## src/tarc_pkg.sv

```systemverilog
package tarc_pkg;

   localparam int ANGLE_FRAC_BITS     = 8;
   localparam int DEF_CORDIC_STEPS    = 16;
   localparam int DEF_COUNT_WIDTH     = 16;
   localparam int ATAN_TABLE_LEN      = 24;
   localparam int ATAN_FRAC           = 16;
   localparam int SQRT_STEPS          = 24;
   localparam int STEP_IDX_WIDTH      = 5;

   localparam logic [15:0] ALPHA_RESET = 16'd6554;
   localparam logic [15:0] RISE_RESET  = 16'd5120;
   localparam logic [15:0] PEAK_RESET  = 16'd20480;
   localparam logic [15:0] FALL_RESET  = 16'd3840;

   localparam logic [15:0] ANGLE_LIMIT = 16'(90 << ANGLE_FRAC_BITS);
   localparam logic [15:0] ZONE1_LEVEL = 16'(30 << ANGLE_FRAC_BITS);
   localparam logic [15:0] ZONE2_LEVEL = 16'(60 << ANGLE_FRAC_BITS);
   localparam logic [15:0] ZONE3_LEVEL = 16'(90 << ANGLE_FRAC_BITS);

   localparam logic [1:0] ZONE_NONE = 2'd0;
   localparam logic [1:0] ZONE_30   = 2'd1;
   localparam logic [1:0] ZONE_60   = 2'd2;
   localparam logic [1:0] ZONE_90   = 2'd3;

   localparam logic       CMD_SAMPLE    = 1'b0;
   localparam logic       CMD_CALIBRATE = 1'b1;

   localparam logic [1:0] REG_ALPHA = 2'd0;
   localparam logic [1:0] REG_RISE  = 2'd1;
   localparam logic [1:0] REG_PEAK  = 2'd2;
   localparam logic [1:0] REG_FALL  = 2'd3;

   typedef struct packed {
      logic               cmd;
      logic signed [15:0] accel_x;
      logic signed [15:0] accel_y;
      logic signed [15:0] accel_z;
   } req_type;

   typedef struct packed {
      logic signed [15:0] filtered_angle;
      logic [15:0]        relative_angle;
      logic [15:0]        rep_count;
      logic               rep_done;
      logic [1:0]         goal_zone;
      logic               is_calibrated;
      logic               sample_skipped;
   } rsp_type;

   typedef struct packed {
      logic [15:0] filter_alpha;
      logic [15:0] rise_threshold;
      logic [15:0] peak_threshold;
      logic [15:0] fall_threshold;
   } cfg_type;

   typedef struct packed {
      logic                      load;
      logic                      sq_x;
      logic                      sq_z;
      logic                      sqrt_step;
      logic                      cordic_init;
      logic                      cordic_step;
      logic                      angle;
      logic                      mul;
      logic                      filt;
      logic                      commit;
      logic [STEP_IDX_WIDTH-1:0] idx;
   } dp_cmd_type;

   typedef struct packed {
      logic bypass;
   } dp_status_type;

   // atan(2^-i) in degrees, Q.16, rounded to nearest.
   function automatic logic signed [24:0] atan_entry(input logic [STEP_IDX_WIDTH-1:0] i);
      logic signed [24:0] v;
      case (i)
         5'd0:    v = 25'sd2949120;
         5'd1:    v = 25'sd1740967;
         5'd2:    v = 25'sd919879;
         5'd3:    v = 25'sd466945;
         5'd4:    v = 25'sd234379;
         5'd5:    v = 25'sd117304;
         5'd6:    v = 25'sd58666;
         5'd7:    v = 25'sd29335;
         5'd8:    v = 25'sd14668;
         5'd9:    v = 25'sd7334;
         5'd10:   v = 25'sd3667;
         5'd11:   v = 25'sd1833;
         5'd12:   v = 25'sd917;
         5'd13:   v = 25'sd458;
         5'd14:   v = 25'sd229;
         5'd15:   v = 25'sd115;
         5'd16:   v = 25'sd57;
         5'd17:   v = 25'sd29;
         5'd18:   v = 25'sd14;
         5'd19:   v = 25'sd7;
         5'd20:   v = 25'sd4;
         5'd21:   v = 25'sd2;
         5'd22:   v = 25'sd1;
         default: v = 25'sd0;
      endcase
      return v;
   endfunction

endpackage

```

## src/tilt_angle_repetition_counter.sv

```systemverilog
// Tilt angle repetition counter.
// Input beats on req_* carry a command and one raw 3-axis accelerometer
// sample; each accepted beat yields exactly one result beat on rsp_*.
// A sample beat computes the roll angle with a bit-serial square root and a
// CORDIC vectoring loop, then a low-pass filter and the rise/peak/fall
// repetition machine. A calibrate beat or an all-zero sample skips the
// square root, CORDIC and filter steps. One item is in flight at a time,
// so a new beat is taken only once the previous result has been loaded.
// The result sits in an output register; while the receiver stalls, the
// next item is still accepted and computed, and its state update waits
// until the held result has been taken.
// Reset clears the filter, zero offset, flags and count, and restores the
// register defaults. Registers are written through the csr_* port; the user
// must write them only while the block is idle, as the block does not check.
module tilt_angle_repetition_counter
   import tarc_pkg::*;
#(
   parameter int CORDIC_STEPS = DEF_CORDIC_STEPS,
   parameter int COUNT_WIDTH  = DEF_COUNT_WIDTH
) (
   input  logic        clock,
   input  logic        reset,
   input  logic        req_valid,
   output logic        req_ready,
   input  req_type     req_data,
   output logic        rsp_valid,
   input  logic        rsp_ready,
   output rsp_type     rsp_data,
   input  logic        csr_psel,
   input  logic        csr_penable,
   input  logic        csr_pwrite,
   input  logic [3:0]  csr_paddr,
   input  logic [31:0] csr_pwdata,
   output logic [31:0] csr_prdata,
   output logic        csr_pready
);

   cfg_type       cfg;
   dp_cmd_type    cmd;
   dp_status_type status;

   tarc_csr u_csr (
      .clock, .reset, .csr_psel, .csr_penable, .csr_pwrite, .csr_paddr,
      .csr_pwdata, .csr_prdata, .csr_pready, .cfg
   );

   tarc_ctrl #(.CORDIC_STEPS(CORDIC_STEPS)) u_ctrl (
      .clock, .reset, .req_valid, .req_ready, .rsp_valid, .rsp_ready, .status, .cmd
   );

   tarc_dp #(.COUNT_WIDTH(COUNT_WIDTH)) u_dp (
      .clock, .reset, .req_data, .cfg, .cmd, .status, .rsp_data
   );

   a_one_in_flight: assert property (@(posedge clock) disable iff (reset)
      req_valid && req_ready |=> !req_ready)
      else $error("second item accepted while one is in flight");

   a_done_needs_cal: assert property (@(posedge clock) disable iff (reset)
      rsp_valid && rsp_data.rep_done |-> rsp_data.is_calibrated)
      else $error("repetition reported before calibration");

   a_skip_no_done: assert property (@(posedge clock) disable iff (reset)
      rsp_valid && rsp_data.sample_skipped |-> !rsp_data.rep_done)
      else $error("skipped sample completed a repetition");

   a_zone_uncal: assert property (@(posedge clock) disable iff (reset)
      rsp_valid && !rsp_data.is_calibrated |-> rsp_data.goal_zone == ZONE_NONE)
      else $error("goal zone reported before calibration");

endmodule

```

## src/tarc_csr.sv

```systemverilog
module tarc_csr
   import tarc_pkg::*;
(
   input  logic        clock,
   input  logic        reset,
   input  logic        csr_psel,
   input  logic        csr_penable,
   input  logic        csr_pwrite,
   input  logic [3:0]  csr_paddr,
   input  logic [31:0] csr_pwdata,
   output logic [31:0] csr_prdata,
   output logic        csr_pready,
   output cfg_type     cfg
);

   cfg_type    cfg_ff;
   logic       wr_en;
   logic [1:0] reg_idx;

   assign wr_en      = csr_psel && csr_penable && csr_pwrite;
   assign reg_idx    = csr_paddr[3:2];
   assign csr_pready = 1'b1;
   assign cfg        = cfg_ff;

   always_ff @(posedge clock) begin
      if (reset) begin
         cfg_ff.filter_alpha   <= ALPHA_RESET;
         cfg_ff.rise_threshold <= RISE_RESET;
         cfg_ff.peak_threshold <= PEAK_RESET;
         cfg_ff.fall_threshold <= FALL_RESET;
      end else if (wr_en) begin
         case (reg_idx)
            REG_ALPHA: cfg_ff.filter_alpha   <= csr_pwdata[15:0];
            REG_RISE:  cfg_ff.rise_threshold <= csr_pwdata[15:0];
            REG_PEAK:  cfg_ff.peak_threshold <= csr_pwdata[15:0];
            REG_FALL:  cfg_ff.fall_threshold <= csr_pwdata[15:0];
            default: ;
         endcase
      end
   end

   always_comb begin
      case (reg_idx)
         REG_ALPHA: csr_prdata = {16'h0, cfg_ff.filter_alpha};
         REG_RISE:  csr_prdata = {16'h0, cfg_ff.rise_threshold};
         REG_PEAK:  csr_prdata = {16'h0, cfg_ff.peak_threshold};
         REG_FALL:  csr_prdata = {16'h0, cfg_ff.fall_threshold};
         default:   csr_prdata = 32'h0;
      endcase
   end

endmodule

```

## src/tarc_ctrl.sv

```systemverilog
module tarc_ctrl
   import tarc_pkg::*;
#(
   parameter int CORDIC_STEPS = DEF_CORDIC_STEPS
) (
   input  logic          clock,
   input  logic          reset,
   input  logic          req_valid,
   output logic          req_ready,
   output logic          rsp_valid,
   input  logic          rsp_ready,
   input  dp_status_type status,
   output dp_cmd_type    cmd
);

   typedef enum logic [3:0] {
      S_IDLE, S_SQX, S_SQZ, S_SQRT, S_CINIT, S_CORDIC, S_ANGLE, S_MUL, S_FILT, S_WRITE
   } state_type;

   state_type                 state_ff, state_in;
   logic [STEP_IDX_WIDTH-1:0] cnt_ff, cnt_in;
   logic                      rsp_valid_ff, rsp_valid_in;
   logic                      out_free;

   assign out_free  = !rsp_valid_ff || rsp_ready;
   assign req_ready = (state_ff == S_IDLE);
   assign rsp_valid = rsp_valid_ff;

   always_comb begin
      state_in = state_ff;
      cnt_in   = cnt_ff;
      cmd      = '0;
      cmd.idx  = cnt_ff;
      case (state_ff)
         S_IDLE: begin
            cmd.load = req_valid;
            if (req_valid) state_in = S_SQX;
         end
         S_SQX: begin
            cmd.sq_x = 1'b1;
            state_in = status.bypass ? S_WRITE : S_SQZ;
         end
         S_SQZ: begin
            cmd.sq_z = 1'b1;
            cnt_in   = '0;
            state_in = S_SQRT;
         end
         S_SQRT: begin
            cmd.sqrt_step = 1'b1;
            cnt_in        = cnt_ff + 1'b1;
            if (cnt_ff == STEP_IDX_WIDTH'(SQRT_STEPS - 1)) state_in = S_CINIT;
         end
         S_CINIT: begin
            cmd.cordic_init = 1'b1;
            cnt_in          = '0;
            state_in        = S_CORDIC;
         end
         S_CORDIC: begin
            cmd.cordic_step = 1'b1;
            cnt_in          = cnt_ff + 1'b1;
            if (cnt_ff == STEP_IDX_WIDTH'(CORDIC_STEPS - 1)) state_in = S_ANGLE;
         end
         S_ANGLE: begin
            cmd.angle = 1'b1;
            state_in  = S_MUL;
         end
         S_MUL: begin
            cmd.mul  = 1'b1;
            state_in = S_FILT;
         end
         S_FILT: begin
            cmd.filt = 1'b1;
            state_in = S_WRITE;
         end
         S_WRITE: begin
            // The state update and the result load happen together, once the
            // output register can take a new beat.
            cmd.commit = out_free;
            if (out_free) state_in = S_IDLE;
         end
         default: state_in = S_IDLE;
      endcase
      rsp_valid_in = cmd.commit || (rsp_valid_ff && !rsp_ready);
   end

   always_ff @(posedge clock) begin
      if (reset) begin
         state_ff     <= S_IDLE;
         cnt_ff       <= '0;
         rsp_valid_ff <= 1'b0;
      end else begin
         state_ff     <= state_in;
         cnt_ff       <= cnt_in;
         rsp_valid_ff <= rsp_valid_in;
      end
   end

endmodule

```

## src/tarc_dp.sv

```systemverilog
module tarc_dp
   import tarc_pkg::*;
#(
   parameter int COUNT_WIDTH = DEF_COUNT_WIDTH
) (
   input  logic          clock,
   input  logic          reset,
   input  req_type       req_data,
   input  cfg_type       cfg,
   input  dp_cmd_type    cmd,
   output dp_status_type status,
   output rsp_type       rsp_data
);

   req_type                  item_ff;
   logic [31:0]              acc_ff;
   logic [47:0]              rad_ff;
   logic [24:0]              rem_ff;
   logic [23:0]              root_ff;
   logic signed [27:0]       cx_ff, cy_ff;
   logic signed [24:0]       cz_ff;
   logic signed [15:0]       ang_ff;
   logic signed [41:0]       prod_ff;
   logic signed [23:0]       snew_ff;
   rsp_type                  rsp_ff;

   logic signed [23:0]       filt_ff, filt_in;
   logic signed [23:0]       zoff_ff, zoff_in;
   logic [15:0]              rel_ff, rel_in;
   logic                     cal_ff, cal_in;
   logic                     rise_ff, rise_in;
   logic                     top_ff, top_in;
   logic [COUNT_WIDTH-1:0]   rep_ff, rep_in;

   logic                     is_zero;
   logic signed [31:0]       sq_prod;
   logic signed [15:0]       sq_op;
   logic [26:0]              rem_sh, trial;
   logic signed [27:0]       xs, ys;
   logic signed [24:0]       tab;
   logic signed [24:0]       zr;
   logic signed [24:0]       diff;
   logic signed [25:0]       delta;
   logic signed [24:0]       rdiff;
   logic [16:0]              rround;
   logic                     done;
   logic [1:0]               zone;
   logic signed [23:0]       fa_full;
   logic [32:0]              cnt_ext;

   localparam int TAB_SHIFT = ATAN_FRAC - ANGLE_FRAC_BITS;

   assign is_zero       = (item_ff.accel_x == 16'sd0) && (item_ff.accel_y == 16'sd0)
                          && (item_ff.accel_z == 16'sd0);
   assign status.bypass = (item_ff.cmd == CMD_CALIBRATE) || is_zero;

   // One shared squarer serves both axes.
   assign sq_op   = cmd.sq_x ? item_ff.accel_x : item_ff.accel_z;
   assign sq_prod = sq_op * sq_op;

   assign rem_sh = {rem_ff, rad_ff[47:46]};
   assign trial  = {1'b0, root_ff, 2'b01};

   assign xs  = cx_ff >>> cmd.idx;
   assign ys  = cy_ff >>> cmd.idx;
   assign tab = atan_entry(cmd.idx);

   assign zr    = (cz_ff + (25'sd1 <<< (TAB_SHIFT - 1))) >>> TAB_SHIFT;
   assign diff  = 25'(ang_ff <<< 8) - 25'(filt_ff);
   assign delta = 26'((prod_ff + 42'sd32768) >>> 16);

   always_ff @(posedge clock) begin
      if (cmd.load) item_ff <= req_data;
      if (cmd.sq_x) acc_ff <= 32'(sq_prod);
      if (cmd.sq_z) begin
         rad_ff  <= {acc_ff + 32'(sq_prod), 16'h0};
         rem_ff  <= '0;
         root_ff <= '0;
      end
      if (cmd.sqrt_step) begin
         rad_ff <= {rad_ff[45:0], 2'b00};
         if (rem_sh >= trial) begin
            rem_ff  <= 25'(rem_sh - trial);
            root_ff <= {root_ff[22:0], 1'b1};
         end else begin
            rem_ff  <= rem_sh[24:0];
            root_ff <= {root_ff[22:0], 1'b0};
         end
      end
      if (cmd.cordic_init) begin
         cx_ff <= {4'h0, root_ff};
         cy_ff <= {{4{item_ff.accel_y[15]}}, item_ff.accel_y, 8'h00};
         cz_ff <= '0;
      end
      if (cmd.cordic_step) begin
         if (cy_ff > 28'sd0) begin
            cx_ff <= cx_ff + ys;
            cy_ff <= cy_ff - xs;
            cz_ff <= cz_ff + tab;
         end else begin
            cx_ff <= cx_ff - ys;
            cy_ff <= cy_ff + xs;
            cz_ff <= cz_ff - tab;
         end
      end
      if (cmd.angle) begin
         if (zr > 25'($signed({1'b0, ANGLE_LIMIT}))) ang_ff <= $signed(ANGLE_LIMIT);
         else if (zr < -25'($signed({1'b0, ANGLE_LIMIT}))) ang_ff <= -$signed(ANGLE_LIMIT);
         else ang_ff <= zr[15:0];
      end
      if (cmd.mul) prod_ff <= $signed({1'b0, cfg.filter_alpha}) * diff;
      if (cmd.filt) snew_ff <= 24'(26'(filt_ff) + delta);
      if (cmd.commit) rsp_ff <= '{filtered_angle: fa_full[15:0], relative_angle: rel_in,
                                  rep_count: (cnt_ext > 33'd65535) ? 16'hFFFF : cnt_ext[15:0],
                                  rep_done: done, goal_zone: zone, is_calibrated: cal_in,
                                  sample_skipped: (item_ff.cmd == CMD_SAMPLE) && is_zero};
   end

   always_comb begin
      filt_in = filt_ff;
      zoff_in = zoff_ff;
      rel_in  = rel_ff;
      cal_in  = cal_ff;
      rise_in = rise_ff;
      top_in  = top_ff;
      rep_in  = rep_ff;
      done    = 1'b0;
      rdiff   = 25'(snew_ff) - 25'(zoff_ff);
      rround  = rdiff[24] ? 17'd0 : 17'((rdiff + 25'sd128) >>> 8);
      if (item_ff.cmd == CMD_CALIBRATE) begin
         zoff_in = filt_ff;
         cal_in  = 1'b1;
         rep_in  = '0;
      end else if (!is_zero) begin
         filt_in = snew_ff;
         if (cal_ff) begin
            rel_in = rround[16] ? 16'hFFFF : rround[15:0];
            if (rel_in > cfg.rise_threshold && !rise_in) begin
               rise_in = 1'b1;
               top_in  = 1'b0;
            end
            if (rel_in > cfg.peak_threshold && rise_in) top_in = 1'b1;
            if (rel_in < cfg.fall_threshold && top_in) begin
               if (rep_ff != '1) rep_in = rep_ff + 1'b1;
               rise_in = 1'b0;
               top_in  = 1'b0;
               done    = 1'b1;
            end
         end
      end
      zone = ZONE_NONE;
      if (cal_in) begin
         if (rel_in >= ZONE3_LEVEL) zone = ZONE_90;
         else if (rel_in >= ZONE2_LEVEL) zone = ZONE_60;
         else if (rel_in >= ZONE1_LEVEL) zone = ZONE_30;
      end
      fa_full = (filt_in + 24'sd128) >>> 8;
      cnt_ext = 33'(rep_in);
   end

   always_ff @(posedge clock) begin
      if (reset) begin
         filt_ff <= '0;
         zoff_ff <= '0;
         rel_ff  <= '0;
         cal_ff  <= 1'b0;
         rise_ff <= 1'b0;
         top_ff  <= 1'b0;
         rep_ff  <= '0;
      end else if (cmd.commit) begin
         filt_ff <= filt_in;
         zoff_ff <= zoff_in;
         rel_ff  <= rel_in;
         cal_ff  <= cal_in;
         rise_ff <= rise_in;
         top_ff  <= top_in;
         rep_ff  <= rep_in;
      end
   end

   assign rsp_data = rsp_ff;

endmodule

```

## config.mk

```make
export PLATFORM = sky130hd
export DESIGN_NAME = tilt_angle_repetition_counter
export DESIGN_NICKNAME = d
export VERILOG_FILES = /design/src/tarc_pkg.sv /design/src/tilt_angle_repetition_counter.sv /design/src/tarc_csr.sv /design/src/tarc_ctrl.sv /design/src/tarc_dp.sv
export SDC_FILE = /design/constraint.sdc
export NUM_CORES = 2
export LEC_CHECK = 0
export BUFFER_PORTS_ARGS = -buffer_cell sky130_fd_sc_hd__buf_4
export CORE_AREA = 2 2 307 309
export CTS_CLUSTER_SIZE = 16
export DETAILED_ROUTE_END_ITERATION = 8
export DIE_AREA = 0 0 309 311
export HOLD_SLACK_MARGIN = 0.06
export PLACE_DENSITY = 0.85
export SLEW_MARGIN = 20
export SYNTH_ARGS = -nofsm -noshare
export SYNTH_HDL_FRONTEND = slang
export SYNTH_HIERARCHICAL = 1
export SYNTH_SLANG_ARGS = --single-unit
```

## constraint.sdc

```tcl
create_clock -name clock -period 16.5 [get_ports clock]
set_input_delay 0.825 -clock clock [delete_from_list [all_inputs] [get_ports clock]]
set_output_delay 0.825 -clock clock [all_outputs]
set_load 0.03 [all_outputs]
```

==> flow_summary.json <==
{
  "worstPathMaxFanout": 49,
  "final_layout_size_suffix_gt1_share_pct": 8.68,
  "synth.avg_cell_area_sq_um": 9.28,
  "syn-cell-area_sq_um": 59700,
  "setup_viol": 0,
  "crit_required_ns": 16.90,
  "place_hpwl_um": 113000,
  "drv_slew": 0,
  "synthFlopType": "edfxtp_1",
  "die_y_um": 311,
  "drc": 0,
  "routed_via_density": 6.05,
  "drv_cap": 0,
  "fin_skew_ns": 0.0304,
  "yosysWarnings": 6,
  "nets": 7622,
  "yosys-top-cells-area": "fa_1 21%, edfxtp_1 18%, ha_1 9.2%",
  "place.port_buffers": 144,
  "synth_cells": 6433,
  "die_x_um": 309,
  "layout_setup_ws_ns": 5.51,
  "coreArea_sq_um": 92800,
  "io_pins": 180,
  "drt-wirelength-per-cell_um": 19.4,
  "cp_slowest_cell": "dfxtp_1",
  "drt-initial-drc-count": 4437,
  "max_slew_margin_pct": 26.5,
  "firstDrtPassIters": 9,
  "max_freq_mhz": 91.0,
  "track_usage_pct": 31.5,
  "cts_sinks": 517,
  "post-cts-setup-buffers": 0,
  "routed_wl_um": 151000,
  "n_fill_cell": 6914,
  "synthDistinctLibCells": 112,
  "end_kind": "register",
  "hp-class": "input pin to register",
  "num_vias": 47100,
  "postCtsResizedCells": 0,
  "tightest_slew_ns": 1.09,
  "critical_path_class": "register to register",
  "cts_buffers": 58,
  "grt_pass1_vias": 48000,
  "cts_tree": "yes",
  "ys_ff_latch": 517,
  "ant_nets": 0,
  "min_period_ns": 10.99,
  "n_antenna_cell": 0,
  "rsz0062_at_grt": "false",
  "antenna_found_initial": 2,
  "synth_top_area_share_pct": 20.8,
  "globalRoute.totalOverflow": 0,
  "crit_family": "adder cells",
  "clkLatencyLatePin_ns": 0.69,
  "synth_seq_area_share_pct": 23.4,
  "start_util_pct": 64.3,
  "crit_top_cell": "fa_1",
  "tns_ns": 0,
  "crit_path_start_kind": "register",
  "async_flop_share_pct": 0,
  "area_growth_pct": 7.14,
  "htree_num_levels": 2,
  "grt_first_pass_wirelength_um": 244000,
  "cts_root_buf": "clkbuf_16",
  "holdBufCountCts": 0,
  "synth_edf_count": 360,
  "critical_path_buf_inv_count": 7,
  "pre_cts_slack_ns": 5.69,
  "fin_crit_sh_pct": 66.6,
  "cp.arrival_ns": 11.39,
  "status": "finished, final reports clean",
  "critPathMaxStageDelay_ns": 0.75,
  "routabilityCongestion": 0.959,
  "hold_violations": 0,
  "grt_max_degree": 111,
  "rows": 112,
  "yosysTopAreaCell": "fa_1",
  "die-area_sq_um": 96100,
  "clk_path_buf_depth": 3,
  "clk_pin_slew_ns": 0.06
}
==> cells in the mapped netlist, drive strengths merged, types with 8 or more instances <==
master  number
inv        994
nand2      742
fa         619
ha         438
nor2       396
edfxtp     360
a21oi      290
xnor2      260
o21ai      249
and2       216
clkbuf     173
dfxtp      157
mux2i      125
xor2       119
nand3      118
a21o        98
nand2b      97
nor3        94
mux4        88
buf         85
and3        58
mux2        56
nor2b       56
a211oi      49
o21a        46
a31oi       39
nand4       39
nor4        36
or3         34
or2         31
o21bai      19
o31ai       19
o211ai      18
a21boi      16
a41oi       15
a31o        10
clkinv      10
o31a        10
a211o        9
a41o         9
nor3b        9
a221oi       8
nand3b       8
o22ai        8
==> logic make-up (layout without fill, tap and decap cells) <==
family / after synthesis / after routing / share of synthesized area [%]
compound gates: 981 / 981 / 10.4
xor+xnor: 379 / 379 / 5.56
fa+ha+maj: 1058 / 1058 / 30.0
buf+inv: 1262 / 1335 / 8.31
flops: 517 / 517 / 23.4
mux: 269 / 269 / 6.49
other cells: 2 / 17 / 0.0126
simple gates: 1965 / 1965 / 15.8
==> metrics by stage <==
step / area, sq um / util, % / hold WS, ns / std cells
3_3_place_gp: 61900 / 66.7 / 0.422 / 7666
4_1_cts: 63900 / 68.9 / 0.291 / 7774
2_1_floorplan: 59700 / - / 0.412 / 6448
6_report: 63900 / 68.9 / 0.325 / 7775
3_5_place_dp: 61900 / 66.7 / 0.445 / 7666
5_1_grt: 63900 / 68.9 / 0.310 / 7775
==> routing by layer <==
metal | track usage (%) | vias to the layer above | part of all wire (%)
li1 | - | 21400 | -
met1 | 40.6 | 23000 | 39
met2 | 52.8 | 2213 | 48
met3 | 4.73 | 479 | 8.3
met4 | 14.0 | 0 | 4.7
met5 | 0 | - | 0
==> sequential cells by signal, indices dropped and copies added, names as in the netlist <==
name              count
u_csr/cfg            64
u_dp/rsp_data        53
u_dp/item_ff         49
u_dp/rad_ff          32
u_dp/acc_ff          31
u_dp/cx_ff           28
u_dp/cy_ff           28
u_dp/cz_ff           25
u_dp/prod_ff         25
u_dp/rem_ff          25
u_dp/filt_ff         24
u_dp/root_ff         24
u_dp/snew_ff         24
u_dp/zoff_ff         24
u_dp/ang_ff          16
u_dp/rel_ff          16
u_dp/rep_ff          16
u_ctrl/cnt_ff         5
u_ctrl/state_ff       4
u_ctrl/rsp_valid      1
u_dp/cal_ff           1
u_dp/rise_ff          1
u_dp/top_ff           1
==> cell type report <==
type / instances / area, sq um / share of cell area [%]
Sequential cell: 517 / 14000 / 21.8
Timing Repair Buffer: 223 / 1690 / 2.65
Multi-Input combinational cell: 4669 / 40900 / 64.0
Tap cell: 1254 / 1570 / 2.45
Inverter: 1004 / 3770 / 5.89
Clock buffer: 76 / 1650 / 2.58
Clock inverter: 32 / 387 / 0.605
==> final timing paths <==
path                                         start          endpoint  slack (ns)  cells past startpoint
worst min register to register    u_dp/zoff_ff[12]  u_dp/zoff_ff[12]        0.46                      2
worst max-delay path            u_ctrl/state_ff[0]   u_dp/rad_ff[44]        5.51                     36
worst min-delay path                  req_data[13]  u_dp/item_ff[13]        0.33                      1
worst max register to register  u_ctrl/state_ff[0]   u_dp/rad_ff[44]        5.51                     36
==> layout by cell type, fill, tap and decap left out, drive strengths merged, types with 25 or more instances in the layout <==
master / n
edfxtp: 360
mux2i: 125
nand2b: 97
buf: 223
xor2: 119
nand2: 742
inv: 1000
a31oi: 39
a21oi: 290
a211oi: 49
and2: 216
nand3: 118
nor2b: 56
dfxtp: 157
or3: 34
or2: 31
fa: 619
nor4: 36
nand4: 39
mux4: 88
ha: 438
nor3: 94
o21ai: 249
and3: 58
clkbuf: 76
xnor2: 260
a21o: 98
o21a: 46
clkinv: 25
mux2: 56
nor2: 396
Power is not shown: default switching activity piles up to over one toggle a cycle in this logic, so the estimate is an artifact.
